===== src/hdl/dtlw_pkg.sv =====
package dtlw_pkg;

    // arc id width and bus widths, fixed by the item layout
    localparam int ID_W          = 8;
    localparam int ID_SPACE      = 1 << ID_W;
    localparam int DATA_W        = 16;
    localparam int ARC_COUNT_DEF = 256;

    typedef enum logic {
        REQ_PUSH = 1'b0,
        REQ_POP  = 1'b1
    } t_req;

    typedef enum logic [1:0] {
        ST_PUSHED  = 2'd0,
        ST_SKIPPED = 2'd1,
        ST_POPPED  = 2'd2,
        ST_EMPTY   = 2'd3
    } t_status;

    // membership mark update, at most one of set/clr per cycle
    typedef struct packed {
        logic            set;
        logic [ID_W-1:0] set_id;
        logic            clr;
        logic [ID_W-1:0] clr_id;
    } t_mark_cmd;

    // what a queue shows towards the control logic
    typedef struct packed {
        logic            empty;
        logic [ID_W-1:0] head_id;
    } t_fifo_view;

endpackage


===== src/hdl/dtlw_mark_table.sv =====
module dtlw_mark_table
    import dtlw_pkg::*;
#(
    parameter int DEPTH = ARC_COUNT_DEF
) (
    input  logic            i_clk,
    input  logic            i_rst_n,
    input  logic [ID_W-1:0] i_look_id,
    output logic            o_blocked,
    input  t_mark_cmd       i_cmd
);

    localparam int AW = $clog2(DEPTH);
    localparam logic [ID_W:0] LIMIT = (ID_W + 1)'(DEPTH);

    logic [DEPTH-1:0] r_mark;
    logic [DEPTH-1:0] n_mark;
    logic             in_range;

    // ids beyond the table have no mark and are always refused
    assign in_range  = ({1'b0, i_look_id} < LIMIT);
    assign o_blocked = !in_range || r_mark[i_look_id[AW-1:0]];

    always_comb begin
        n_mark = r_mark;
        if (i_cmd.set) begin
            n_mark[i_cmd.set_id[AW-1:0]] = 1'b1;
        end
        if (i_cmd.clr) begin
            n_mark[i_cmd.clr_id[AW-1:0]] = 1'b0;
        end
    end

    always_ff @(posedge i_clk) begin
        if (!i_rst_n) begin
            r_mark <= '0;
        end else begin
            r_mark <= n_mark;
        end
    end

endmodule


===== config.mk =====
export PLATFORM = sky130hd
export DESIGN_NAME = dtlw_mark_table
export DESIGN_NICKNAME = d
export VERILOG_FILES = /design/src/hdl/dtlw_pkg.sv /design/src/hdl/dtlw_mark_table.sv
export SDC_FILE = /design/constraint.sdc
export NUM_CORES = 1
export LEC_CHECK = 0
export BUFFER_PORTS_ARGS = -buffer_cell sky130_fd_sc_hd__buf_2
export CAP_MARGIN = 10
export CORE_ASPECT_RATIO = 0.5
export CORE_MARGIN = 1
export CORE_UTILIZATION = 40
export DETAILED_ROUTE_END_ITERATION = 10
export PLACE_DENSITY_LB_ADDON = 0.12
export REMOVE_ABC_BUFFERS = 1
export SLEW_MARGIN = 10
export SYNTH_ARGS = -nofsm -noshare
export SYNTH_HDL_FRONTEND = slang
export SYNTH_SLANG_ARGS = --single-unit

===== constraint.sdc =====
create_clock -name i_clk -period 3.15 [get_ports i_clk]
set_clock_uncertainty 0.2 [all_clocks]
set_input_delay 0.4725 -clock i_clk [delete_from_list [all_inputs] [get_ports i_clk]]
set_output_delay 0.4725 -clock i_clk [all_outputs]
set_load 0.02 [all_outputs]

## Yosys cells after proc, flatten, opt, wreduce, memory -nomap -nowiden

Cells that the tools add are included.
W data, S select, Z words.

- Flip-flop bits (word level): 256
- Bits of input ports: 28
- Output and inout bits: 1
- Word-level logic and storage cells: 19

- Order comparisons: 5
- Multiplexer cells: 8
- Bitwise gates (word level): 3
- Reductions and logical operators: 2

Operator list:

| kind | number |
|---|---|
| $mux W256 | 2 |
| $and A256 B256 Y256 | 1 |
| $not A256 Y256 | 1 |
| $or A256 B256 Y256 | 1 |
| $lt A8 B9 Y1 const B | 3 |
| $demux W1 S8 | 2 |
| $ge A8 B1 Y1 const B | 2 |
| $bmux W1 S8 | 1 |
| $mux W1 | 3 |
| $logic_and A1 B1 Y1 | 2 |

## Longest topological paths before layout

- Depth in word-level cells: 8
- Mapped depth: 12

## Worst setup path before layout

OpenSTA, ideal clock, no wires.

- Path type: input to output
- Start point: input port i_look_id[0]
- End point: output port o_blocked
- Arrival: 2509 ps
- Required time: 2477 ps
- Slack: -32 ps
- Stages on the path: 10
- Path buffers: 4
- Cell sequence: buf_6 buf_6 buf_6 buf_2 mux2i_1 nor2_1 nor4_1 nor4b_1 or4_1 o22a_1

- Cells in the longest elaborated chain, start to end: 2

RTL lines:

| item | line | RTL |
|---|---|---|
| start: declaration | dtlw_mark_table.sv:8 | `input logic [ID_W-1:0] i_look_id,` |
| $bmux W1 S8 | dtlw_mark_table.sv:22 | `assign o_blocked = !in_range \|\| r_mark[i_look_id[AW-1:0]];` |
| $mux W1 (not written as such) | dtlw_mark_table.sv:22 |  |
| end: declaration | dtlw_mark_table.sv:9 | `output logic o_blocked,` |

No other way between the ends. The select of a mux whose other input is x is not followed.

## Worst setup path in the final report

- Start point: input port i_look_id[1]
- End point: output port o_blocked

Same word-level chain as after synthesis.

==> impl_metrics.env <==
export IMPL_status="finished, violations left"
export IMPL_violations="setup timing"
export IMPL_vdd_drop_max_mv=0.349
export IMPL_htreeDepth=1
export IMPL_layout_drive_gt1_share_pct=15.3
export IMPL_syn_instance_count=1448
export IMPL_drv_slew=0
export IMPL_start_util_pct=41.4
export IMPL_finalSetupTns_ns=-0.407
export IMPL_tightestPinTransition_ns=0.986
export IMPL_netlist_area_leader_share_pct=43.9
export IMPL_vias=11300
export IMPL_wirelength_um=45700
export IMPL_port_buffers=28
export IMPL_drt_iter0_drc=1306
export IMPL_pwr_share_comb_pct=8.5
export IMPL_clk_pin_slew_worst_paths_ns=0.06
export IMPL_layout_setup_ws_ns=-0.407
export IMPL_core_area_um2=28200
export IMPL_setup_viol=1
export IMPL_ys_top_cells_by_area="dfxtp_1 44%, o21ai_0 11%, a21oi_1 11%"
export IMPL_period_minus_slack_ns=3.56
export IMPL_largest_register_ffs=256
export IMPL_diodes=0
export IMPL_drc=0
export IMPL_cp_arrival_ns=2.88
export IMPL_synth_cell_type_count=37
export IMPL_required_ns=2.48
export IMPL_max_freq_mhz=281
export IMPL_place_congestion=0.903
export IMPL_critPathKind="in -> out"
export IMPL_synth_area_per_cell_um2=8.06
export IMPL_period_share_pct=113
export IMPL_post_route_util_pct=48.4
export IMPL_p_switching_mw=1.76
export IMPL_nFillCells=2783
export IMPL_rsz0062_at_grt="yes"
export IMPL_clock_sinks=256
export IMPL_hold_violations=0
export IMPL_relSlewSlack_pct=34.1
export IMPL_cts_hold_buf=0
export IMPL_max_flop_register="r_mark"
export IMPL_p_clk_share_pct=44.7
export IMPL_grt_pass1_wl_um=68400
export IMPL_grtUsageTotal_pct=30.7
export IMPL_grt_pass1_vias=10700
export IMPL_clock_latency_ns=0.54
export IMPL_ys_seq_area_share_pct=43.9
export IMPL_tritoncts="built"
export IMPL_synth_edff_count=0
export IMPL_die_w_um=244
export IMPL_grt_start_max_net_pins=75
export IMPL_dp_hpwl_um=28800
export IMPL_top_level_ports=29
export IMPL_p_sw_share_pct=25.4
export IMPL_end_kind="output port"
export IMPL_grt_overflow=0
export IMPL_ant_nets=0
export IMPL_fp_dieArea_um2=29900
export IMPL_cts_buffers=25
export IMPL_synth_most_common_cell="nor2_1"
export IMPL_yosys_area_top_type="dfxtp_1"
export IMPL_yosysWarnings=0
export IMPL_row_count=43
export IMPL_top_regs="r_mark (256)"
export IMPL_via_per_inst=5.99
export IMPL_synth_main_ff_cell="dfxtp_1"
export IMPL_clock_root_buffer="clkbuf_16"
export IMPL_placed_area_um2=12800
export IMPL_power_density_nw_per_um2=508
export IMPL_grt_antenna_before_repair=0
export IMPL_areaGrowthSynthToFinish_pct=16.8
export IMPL_worstHoldPathType="in -> reg"
export IMPL_cp_max_fo=16
export IMPL_drt_first_pass_iters=6
export IMPL_async_flop_share_pct=0
export IMPL_design_area_um2=13600
export IMPL_synth_common_cells="294 x nor2_1, 261 x o21ai_0, 256 x dfxtp_1, 253 x a21oi_1, 105 x clkbuf_1"
export IMPL_crit_path_start_kind="input port"
export IMPL_nNetsFinal=1522
export IMPL_maxCapViolations=0
export IMPL_r2r_slack_ns=2.27
export IMPL_die_h_um=123
export IMPL_p_leak_nw=4.74
export IMPL_wl_per_cell_um=24.1
export IMPL_ctsLongestPathBuffers=3
export IMPL_syn_area_um2=11700
export IMPL_seqPwrFrac_pct=46.8
export IMPL_synth_seq_cells=256
export IMPL_p_int_mw=5.17
-- logic make-up (layout without fill, tap and decap cells) --
group / Yosys count / after routing / synth area share [%]
mux: 97 / 97 / 11.9
buf+inv: 125 / 190 / 4.37
flops: 256 / 256 / 43.9
simple gates: 406 / 406 / 14.7
compound gates: 564 / 564 / 25.2
-- placed cells by master, fill, tap and decap left out, types with 3 or more instances in the layout --
cell type | Yosys | routed
o22ai_1 | 20 | 20
buf_12 | 0 | 6
nor3_2 | 0 | 8
nor4_2 | 0 | 3
a21oi_1 | 253 | 253
nor2_1 | 294 | 294
o21ai_0 | 261 | 261
mux2i_1 | 64 | 64
nand2b_1 | 9 | 9
clkinv_2 | 0 | 7
clkbuf_1 | 105 | 6
nor4b_1 | 3 | 3
buf_2 | 12 | 24
a211oi_1 | 9 | 8
clkbuf_16 | 0 | 25
buf_4 | 1 | 110
nand3_1 | 13 | 13
nor3_1 | 15 | 7
mux4_2 | 33 | 33
nand2_1 | 29 | 29
nor2b_1 | 18 | 18
a2111oi_0 | 9 | 7
nand3b_1 | 5 | 5
a31oi_1 | 3 | 3
nor4_1 | 12 | 9
dfxtp_1 | 256 | 254
clkbuf_8 | 0 | 4
-- worst max-delay path, cell delays in order --
cell and delay [ns]:
buf_4 0.30, buf_12 0.22, nand3b_1 0.14, buf_4 0.19, o22ai_1 0.11, nor4_1 0.30, buf_4 0.16, nor4_1 0.04
or4_4 0.55, o22a_1 0.24, buf_6 0.14
-- routing by layer --
layer  GRT usage [%]  part of all wire [%]  vias up  wire length, um
li1                -                     -     5247                -
met1            44.9                    46     5479            20800
met2            45.7                    42      535            19200
met3            5.82                   9.6       85             4410
met4            9.34                   2.9        0             1310
met5               0                     0        -                0
-- power by group through the flow --
stage | clock, mW | combinational [mW] | sequential [mW]
5_1_grt | 3.24 | 0.627 | 3.25
6_report | 3.10 | 0.588 | 3.25
4_1_cts | 3.11 | 0.568 | 3.25
3_5_place_dp | 0 | 0.564 | 3.32
2_1_floorplan | 0 | 0.225 | 3.32
3_3_place_gp | 0 | 0.557 | 3.32
-- final timing paths --
kind | endpoint | depth (start not counted) | startpoint
worst max-delay path | o_blocked | 11 | i_look_id[1]
worst max register to register | r_mark[225] | 2 | r_mark[225]
worst min-delay path | r_mark[224] | 3 | i_cmd[0]
worst min register to register | r_mark[136] | 2 | r_mark[136]
-- through the flow --
stage	power, mW	instances	setup slack, ns	hold slack (ns)
2_1_floorplan	3.54	1325	0.283	0.244
3_3_place_gp	3.88	1848	-0.500	0.254
3_5_place_dp	3.88	1848	-0.543	0.264
4_1_cts	6.93	1894	-0.432	0.119
5_1_grt	7.11	1895	-0.493	0.159
6_report	6.93	1895	-0.407	0.124
-- final cells by class --
type	instances	area, um2	share of cell area [%]
multi-input combinational	1067	6120	44.9
timing repair buffer	142	1090	8.01
sequential	256	5130	37.6
clock inverter	11	115	0.844
tap	382	478	3.50
clock buffer	35	703	5.15
inverter	2	7.51	0.0550
-- what timing repair did --
| item | 4_1_cts | 5_1_grt |
|---|---|---|
| endpoints found under the setup margin | 1 | 1 |
| gates resized for setup | 6 | 7 |
| cloned | 0 | 0 |
| buffers inserted | 0 | 1 |
| hold endpoints to repair | 0 | 0 |
| pin swaps | 6 | 6 |
(Power assumes the default switching activity.)
