File: src/hdl/dtlw_pkg.sv
package dtlw_pkg;

    // arc id width and bus widths, fixed by the item layout
    localparam int ID_W          = 8;
    localparam int ID_SPACE      = 1 << ID_W;
    localparam int DATA_W        = 16;
    localparam int ARC_COUNT_DEF = 256;

    typedef enum logic {
        REQ_PUSH = 1'b0,
        REQ_POP  = 1'b1
    } t_req;

    typedef enum logic [1:0] {
        ST_PUSHED  = 2'd0,
        ST_SKIPPED = 2'd1,
        ST_POPPED  = 2'd2,
        ST_EMPTY   = 2'd3
    } t_status;

    // membership mark update, at most one of set/clr per cycle
    typedef struct packed {
        logic            set;
        logic [ID_W-1:0] set_id;
        logic            clr;
        logic [ID_W-1:0] clr_id;
    } t_mark_cmd;

    // what a queue shows towards the control logic
    typedef struct packed {
        logic            empty;
        logic [ID_W-1:0] head_id;
    } t_fifo_view;

endpackage

File: src/hdl/dtlw_fifo.sv
module dtlw_fifo
    import dtlw_pkg::*;
#(
    parameter int DEPTH = ARC_COUNT_DEF
) (
    input  logic            i_clk,
    input  logic            i_rst_n,
    input  logic            i_push,
    input  logic [ID_W-1:0] i_data,
    input  logic            i_pop,
    output t_fifo_view      o_view
);

    localparam int AW = $clog2(DEPTH);
    localparam int CW = $clog2(DEPTH + 1);
    localparam logic [AW-1:0] LAST = AW'(DEPTH - 1);

    logic [ID_W-1:0] mem [DEPTH];

    logic [AW-1:0]   r_head, n_head;
    logic [AW-1:0]   r_tail, n_tail;
    logic [CW-1:0]   r_count, n_count;
    logic [ID_W-1:0] r_rd;
    logic            r_byp, n_byp;
    logic [ID_W-1:0] r_byp_data;

    always_comb begin
        n_head = r_head;
        n_tail = r_tail;
        n_count = r_count;
        if (i_pop) begin
            n_head  = (r_head == LAST) ? '0 : r_head + 1'b1;
            n_count = r_count - 1'b1;
        end
        if (i_push) begin
            n_tail  = (r_tail == LAST) ? '0 : r_tail + 1'b1;
            n_count = r_count + 1'b1;
        end
        // write landing on the entry read next: memory still returns old data
        n_byp = i_push && (r_tail == n_head);
    end

    // head entry prefetched every cycle so it is ready for the next pop
    always_ff @(posedge i_clk) begin
        if (i_push) begin
            mem[r_tail] <= i_data;
        end
        r_rd       <= mem[n_head];
        r_byp_data <= i_data;
    end

    always_ff @(posedge i_clk) begin
        if (!i_rst_n) begin
            r_head  <= '0;
            r_tail  <= '0;
            r_count <= '0;
            r_byp   <= 1'b0;
        end else begin
            r_head  <= n_head;
            r_tail  <= n_tail;
            r_count <= n_count;
            r_byp   <= n_byp;
        end
    end

    assign o_view.empty   = (r_count == '0);
    assign o_view.head_id = r_byp ? r_byp_data : r_rd;

endmodule

File: config.mk
export PLATFORM = sky130hd
export DESIGN_NAME = dtlw_fifo
export DESIGN_NICKNAME = d
export VERILOG_FILES = /design/src/hdl/dtlw_pkg.sv /design/src/hdl/dtlw_fifo.sv
export SDC_FILE = /design/constraint.sdc
export NUM_CORES = 2
export LEC_CHECK = 0
export BUFFER_PORTS_ARGS = -buffer_cell sky130_fd_sc_hd__buf_2
export CAP_MARGIN = 0
export CORE_ASPECT_RATIO = 0.9
export CORE_MARGIN = 3
export CORE_UTILIZATION = 30
export DETAILED_ROUTE_END_ITERATION = 8
export GPL_TIMING_DRIVEN = 1
export PLACE_DENSITY = 0.49
export SLEW_MARGIN = 20
export SYNTH_ARGS = -nofsm -noshare
export SYNTH_HDL_FRONTEND = slang
export SYNTH_SLANG_ARGS = --single-unit
export TNS_END_PERCENT = 30
File: constraint.sdc
create_clock -name i_clk -period 2.7 [get_ports i_clk]
set_input_delay 0.27 -clock i_clk [delete_from_list [all_inputs] [get_ports i_clk]]
set_output_delay 0.27 -clock i_clk [all_outputs]
set_load 0.03 [all_outputs]
==> Word level (Yosys, flattened, before mapping) <==
Memories as Yosys holds them, arrays and structs flattened. A register that Yosys moved wholly into a read port is not among the register bits.
Index checks and enable logic that the tools add are counted.
{ "totals": {"output_inout_bits": 9, "in_bits": 12, "n_memories": 1, "mem_bits_rw": 2048, "latch_bits": 0, "romBits": 0, "reg_bits": 34} }
{ "memory_table": {"columns": ["memory", "words", "word_bits", "rd", "rd_ports_with_merged_regs", "wr", "line_no", "text"], "rows": [
  ["mem", 256, 8, 1, 1, 1, "dtlw_fifo.sv:18", "logic [ID_W-1:0] mem [DEPTH];"]
]} }
{ "op_classes": {"addsub": 4, "n_eq_ne": 3, "order_cmp": 0, "mux": 8, "reduce_logical": 3, "shifts": 0, "n_mul": 0, "bitwise_logic": 0, "div": 0} }
{ "ops": {"columns": ["operator", "count"], "rows": [
  ["8-bit 2-to-1 mux", 4],
  ["9-bit 2-to-1 mux", 2],
  ["8-bit by 1-bit adder with 8-bit output (second input constant)", 2],
  ["8-bit equality test (second input constant)", 2],
  ["9-bit by 1-bit adder with 9-bit output (second input constant)", 1],
  ["9-bit zero test", 1],
  ["9-bit by 1-bit subtractor with 9-bit output (second input constant)", 1],
  ["8-bit equality test", 1],
  ["1-bit 2-to-1 mux", 2],
  ["2-bit nonzero test", 1],
  ["1-bit logical AND", 1]
]} }

==> Longest topological paths before layout <==
{ "depth": {"word_depth": 5, "ltp_mapped": 13, "depth_no_buf": 10} }

==> Worst setup path before layout <==
Ideal clock, no wire load.
{ "synth_timing": {"path_type": "input-to-reg", "from": "in i_pop", "to": "reg r_rd[0], read port of mem", "cell_stages": 11, "arrival_time_ns": 2.588, "setup_time_ns": 0.135, "t_required_ns": 2.565, "path_buffers": 5, "setup_slack_ns": -0.023, "path_cell_list": "buf_4 -> xnor2_4 -> buf_6 -> buf_6 -> buf_2 -> buf_4 -> mux4_2 -> nand2_1 -> nand3_1 -> a31oi_1 -> nand4_1"} }
{ "synth_via": {"elab_chain_cells": 1} }
{ "synth_rtl": {"columns": ["item", "line_no", "text"], "rows": [
  ["start: declaration", "dtlw_fifo.sv:10", "input logic i_pop,"],
  ["8-bit 2-to-1 mux", "dtlw_fifo.sv:31", "if (i_pop) begin"],
  ["end: declaration", "dtlw_fifo.sv:23", "logic [ID_W-1:0] r_rd;"]
]} }
No other way between the ends.
A chain may end at the register's enable or synchronous reset.

==> Final worst setup path <==
{ "layout_timing": {"from": "reg r_head[0]", "to": "reg r_rd[6], read port of mem"} }
{ "layout_via": {"elab_chain_cells": 3, "elab_cells_between_ends": 4, "classes_between": "add/sub (1); eq/ne (1); mux (2)"} }
{ "layout_rtl": {"columns": ["item", "line_no", "text"], "rows": [
  ["start: declaration", "dtlw_fifo.sv:20", "logic [AW-1:0] r_head, n_head;"],
  ["start signal: assignment", "dtlw_fifo.sv:59", "r_head <= n_head;"],
  ["8-bit by 1-bit adder with 8-bit output / 8-bit equality test (equally long branches)", "dtlw_fifo.sv:32", "n_head = (r_head == LAST) ? '0 : r_head + 1'b1;"],
  ["8-bit 2-to-1 mux", "dtlw_fifo.sv:32", null],
  ["8-bit 2-to-1 mux (*)", "dtlw_fifo.sv:31", null]
]} }
Mark *: on every way between the ends. The rest lies on a longest branch, timed or not.

==> flow_summary.ini <==
[status]
outcome = complete, but fails checks
failed_checks = setup timing

[critical_path]
cp_data_arrival_time_ps = 3950
cp.required_ps = 3490
worstPathMaxFanout = 8
worstSetupPathType = register to register
startpoint_type = register
crit_path_end_kind = register

[clock_network]
cts_tree = yes
cts_max_path_buffers = 4
root_buffer = clkbuf_16
clk_pin_slew_worst_paths_ps = 60
htree_levels = 4
cts_sinks = 2090
clock_latency_ps = 890
cts_buffers = 215

[detailed_routing]
via_per_inst = 5.014
dr.pass1.iters = 5
drtAntennaViolNets = 0
drt_iter0_drc = 4561
vias = 43830
wl_per_cell_um = 27.08
route.detailed.drc = 0
drt-total-wl_um = 236700

[sta]
final.min_clock_period_ps = 3162
finalHoldViolCount = 0
fmax_mhz = 316.2
fin_skew_ps = 80.26
tns_ps = -3272
min_period_over_period = 1.171
maxSlewHeadroom = 0.3236
whs_ps = 92.66
slew_violations = 0
rsz0062_at_grt = true
finalSetupViolations = 8
worst_slew_pin_slew_ps = 1011
fin_ws_ps = -462.5

[yosys]
yosysWarnings = 0
synth.cell_area_sq_um = 81820
avgSynthCellArea_sq_um = 19.67
ys_types = 59
ys_seq_area_frac = 0.7619
syn_nets = 4184
syn-instance-count = 4159
synth_seq_cells = 2090
synth-main-ff-cell = edfxtp_1
synth_edf_count = 2048
synthArstFlopShare = 0

[power]
max-vdd-ir-drop_mv = 0.4839
power_density_nw_per_um2 = 720.0
p_leak_nw = 33.19
total_power_mw = 73.26

[global_routing]
grt_max_degree = 94
gr-usage-all-layers = 0.1648
grt_pass1_wl_um = 331300
grt_pass1_vias = 44020
grt_antenna_before_repair = 9
overflow = 0

[final_layout]
final_nets = 5033
syn_to_final_growth_pct = 24.37
drive_gt1_frac = 0.3562
design_area_sq_um = 101800
fillers = 24800

[floorplanning]
die_y_um = 501.4
ios = 21
initial_utilization = 0.3021
core_area_sq_um = 270900
rows = 181
die-area_sq_um = 279000
die-width_um = 556.5

[placement]
dpl-instance-area_sq_um = 91630
place_ws_ps = -950.6
io_buffers = 20
place_congestion = 0.8612
dp_hpwl_um = 148700

[min_path]
hp-class = input port to register

[flow_run]
cap_violations = 0
-- synthesized netlist by cell type, drive strengths merged (9+ instances only) --
cell / instances / share of area
a21oi: 23 / 0.0014
a2111oi: 14 / 0.0015
mux2i: 44 / 0.0054
nand4: 19 / 0.0015
nor2: 278 / 0.013
and2: 16 / 0.0012
nor3: 11 / 0.00067
nand2: 437 / 0.020
a22oi: 22 / 0.0021
edfxtp: 2048 / 0.75
xnor2: 20 / 0.0024
nor4: 19 / 0.0015
mux2: 9 / 0.0012
mux4: 512 / 0.14
nor2b: 9 / 0.00069
clkbuf: 113 / 0.0052
a211oi: 28 / 0.0026
ha: 12 / 0.0018
nand3: 180 / 0.011
dfxtp: 42 / 0.010
and3: 83 / 0.0063
buf: 133 / 0.010
o21ai: 13 / 0.00080
a31oi: 15 / 0.0011
-- report_power, final --
part           total [mW]  leakage [nW]  switching, mW  internal, mW
registers            35.8          18.8         0.0768          35.7
clock network        29.2          3.34           12.6          16.6
logic                8.31          11.1           4.11          4.20
-- worst paths after layout --
kind	startpoint	endpoint	slack (ps)	depth (start not counted)
worst max-delay path	r_head[0]	r_rd[6]	-460	14
worst min-delay path	i_pop	r_count[8]	90	6
worst max register to register	r_head[0]	r_rd[6]	-460	14
worst min register to register	r_count[1]	r_count[1]	520	2
-- worst max-delay path, cell delays in order, from the launching register on --
cell and delay, ps:
dfxtp_4 370, ha_4 250, mux2_8 370, buf_12 180, buf_12 140, buf_16 150, buf_12 160, mux4_2 360
a22oi_2 220, a21oi_1 90, buf_4 150, nor4_2 210, buf_4 140, a21oi_1 30, and3_1 190
-- logic make-up after synthesis --
kind of cell / share of synthesized area
xor gates and xnor gates: 0.002905
DFF: 0.7619
muxes: 0.1476
buffers and inverters: 0.01589
AOI/OAI and AO/OA: 0.01211
and+or+nand+nor: 0.05747
adders and majority gates: 0.002080
-- repair_timing --
action	CTS	global route
gates cloned	16	13
resized for setup	143	116
setup endpoints to repair	9	9
endpoints found under the hold margin	405	0
buffers inserted	46	95
pin swaps	23	52
hold buffers	12	0
-- metrics by stage --
step / util / cells
2_1_floorplan: - / 4159
3_3_place_gp: 0.3383 / 8185
3_5_place_dp: 0.3383 / 8185
4_1_cts: 0.3698 / 8637
5_1_grt: 0.3757 / 8740
6_report: 0.3757 / 8742
-- cell type report --
cell class                 instances  area [sq um]  share of cell area
clock buffer                     257          5609             0.05512
antenna                            3         7.507          0.00007377
tap                             3568          4464             0.04387
multi-input combinational       1816         19070              0.1874
clock inverter                   123          1197             0.01177
timing repair buffer             878          9042             0.08886
sequential                      2090         62340              0.6126
inverter                           7         26.28           0.0002582
-- layer usage --
layer | global-route usage | wire (um) | vias up
li1 | - | - | 18560
met3 | 0.02720 | 15720 | 306
met2 | 0.2522 | 107500 | 1498
met1 | 0.2454 | 108200 | 23470
met5 | 0 | 0 | -
met4 | 0.03780 | 5278 | 0
-- sequential cells by signal (all words and copies together) (netlist names) --
signal,flops
r_count,9
r_byp_data,8
mem,2048
r_tail,8
r_byp,1
r_rd,8
r_head,8
-- placed cells by master (no fill, tap or decap), types with 9 or more instances in the layout --
cell / count
nand2_1: 414
clkbuf_1: 36
buf_16: 26
nand2_2: 21
nand3_2: 36
xnor2_1: 17
mux4_2: 510
o21ai_0: 11
edfxtp_1: 2048
buf_8: 17
a211oi_1: 16
nand3_1: 139
and3_1: 64
nor2b_1: 9
a211oi_2: 9
buf_4: 664
clkbuf_16: 228
a22oi_1: 15
buf_12: 107
and2_1: 15
clkinv_1: 36
dlygate4sd3_1: 12
ha_1: 11
dfxtp_1: 41
buf_2: 12
nor2_1: 275
clkinv_2: 49
a31oi_1: 14
nor4_4: 10
nor3_1: 9
bufinv_16: 19
mux2i_1: 40
a21oi_1: 19
and3_4: 16
buf_6: 21
nand4_1: 19
No activity file was read; power rests on OpenSTA's default activity.
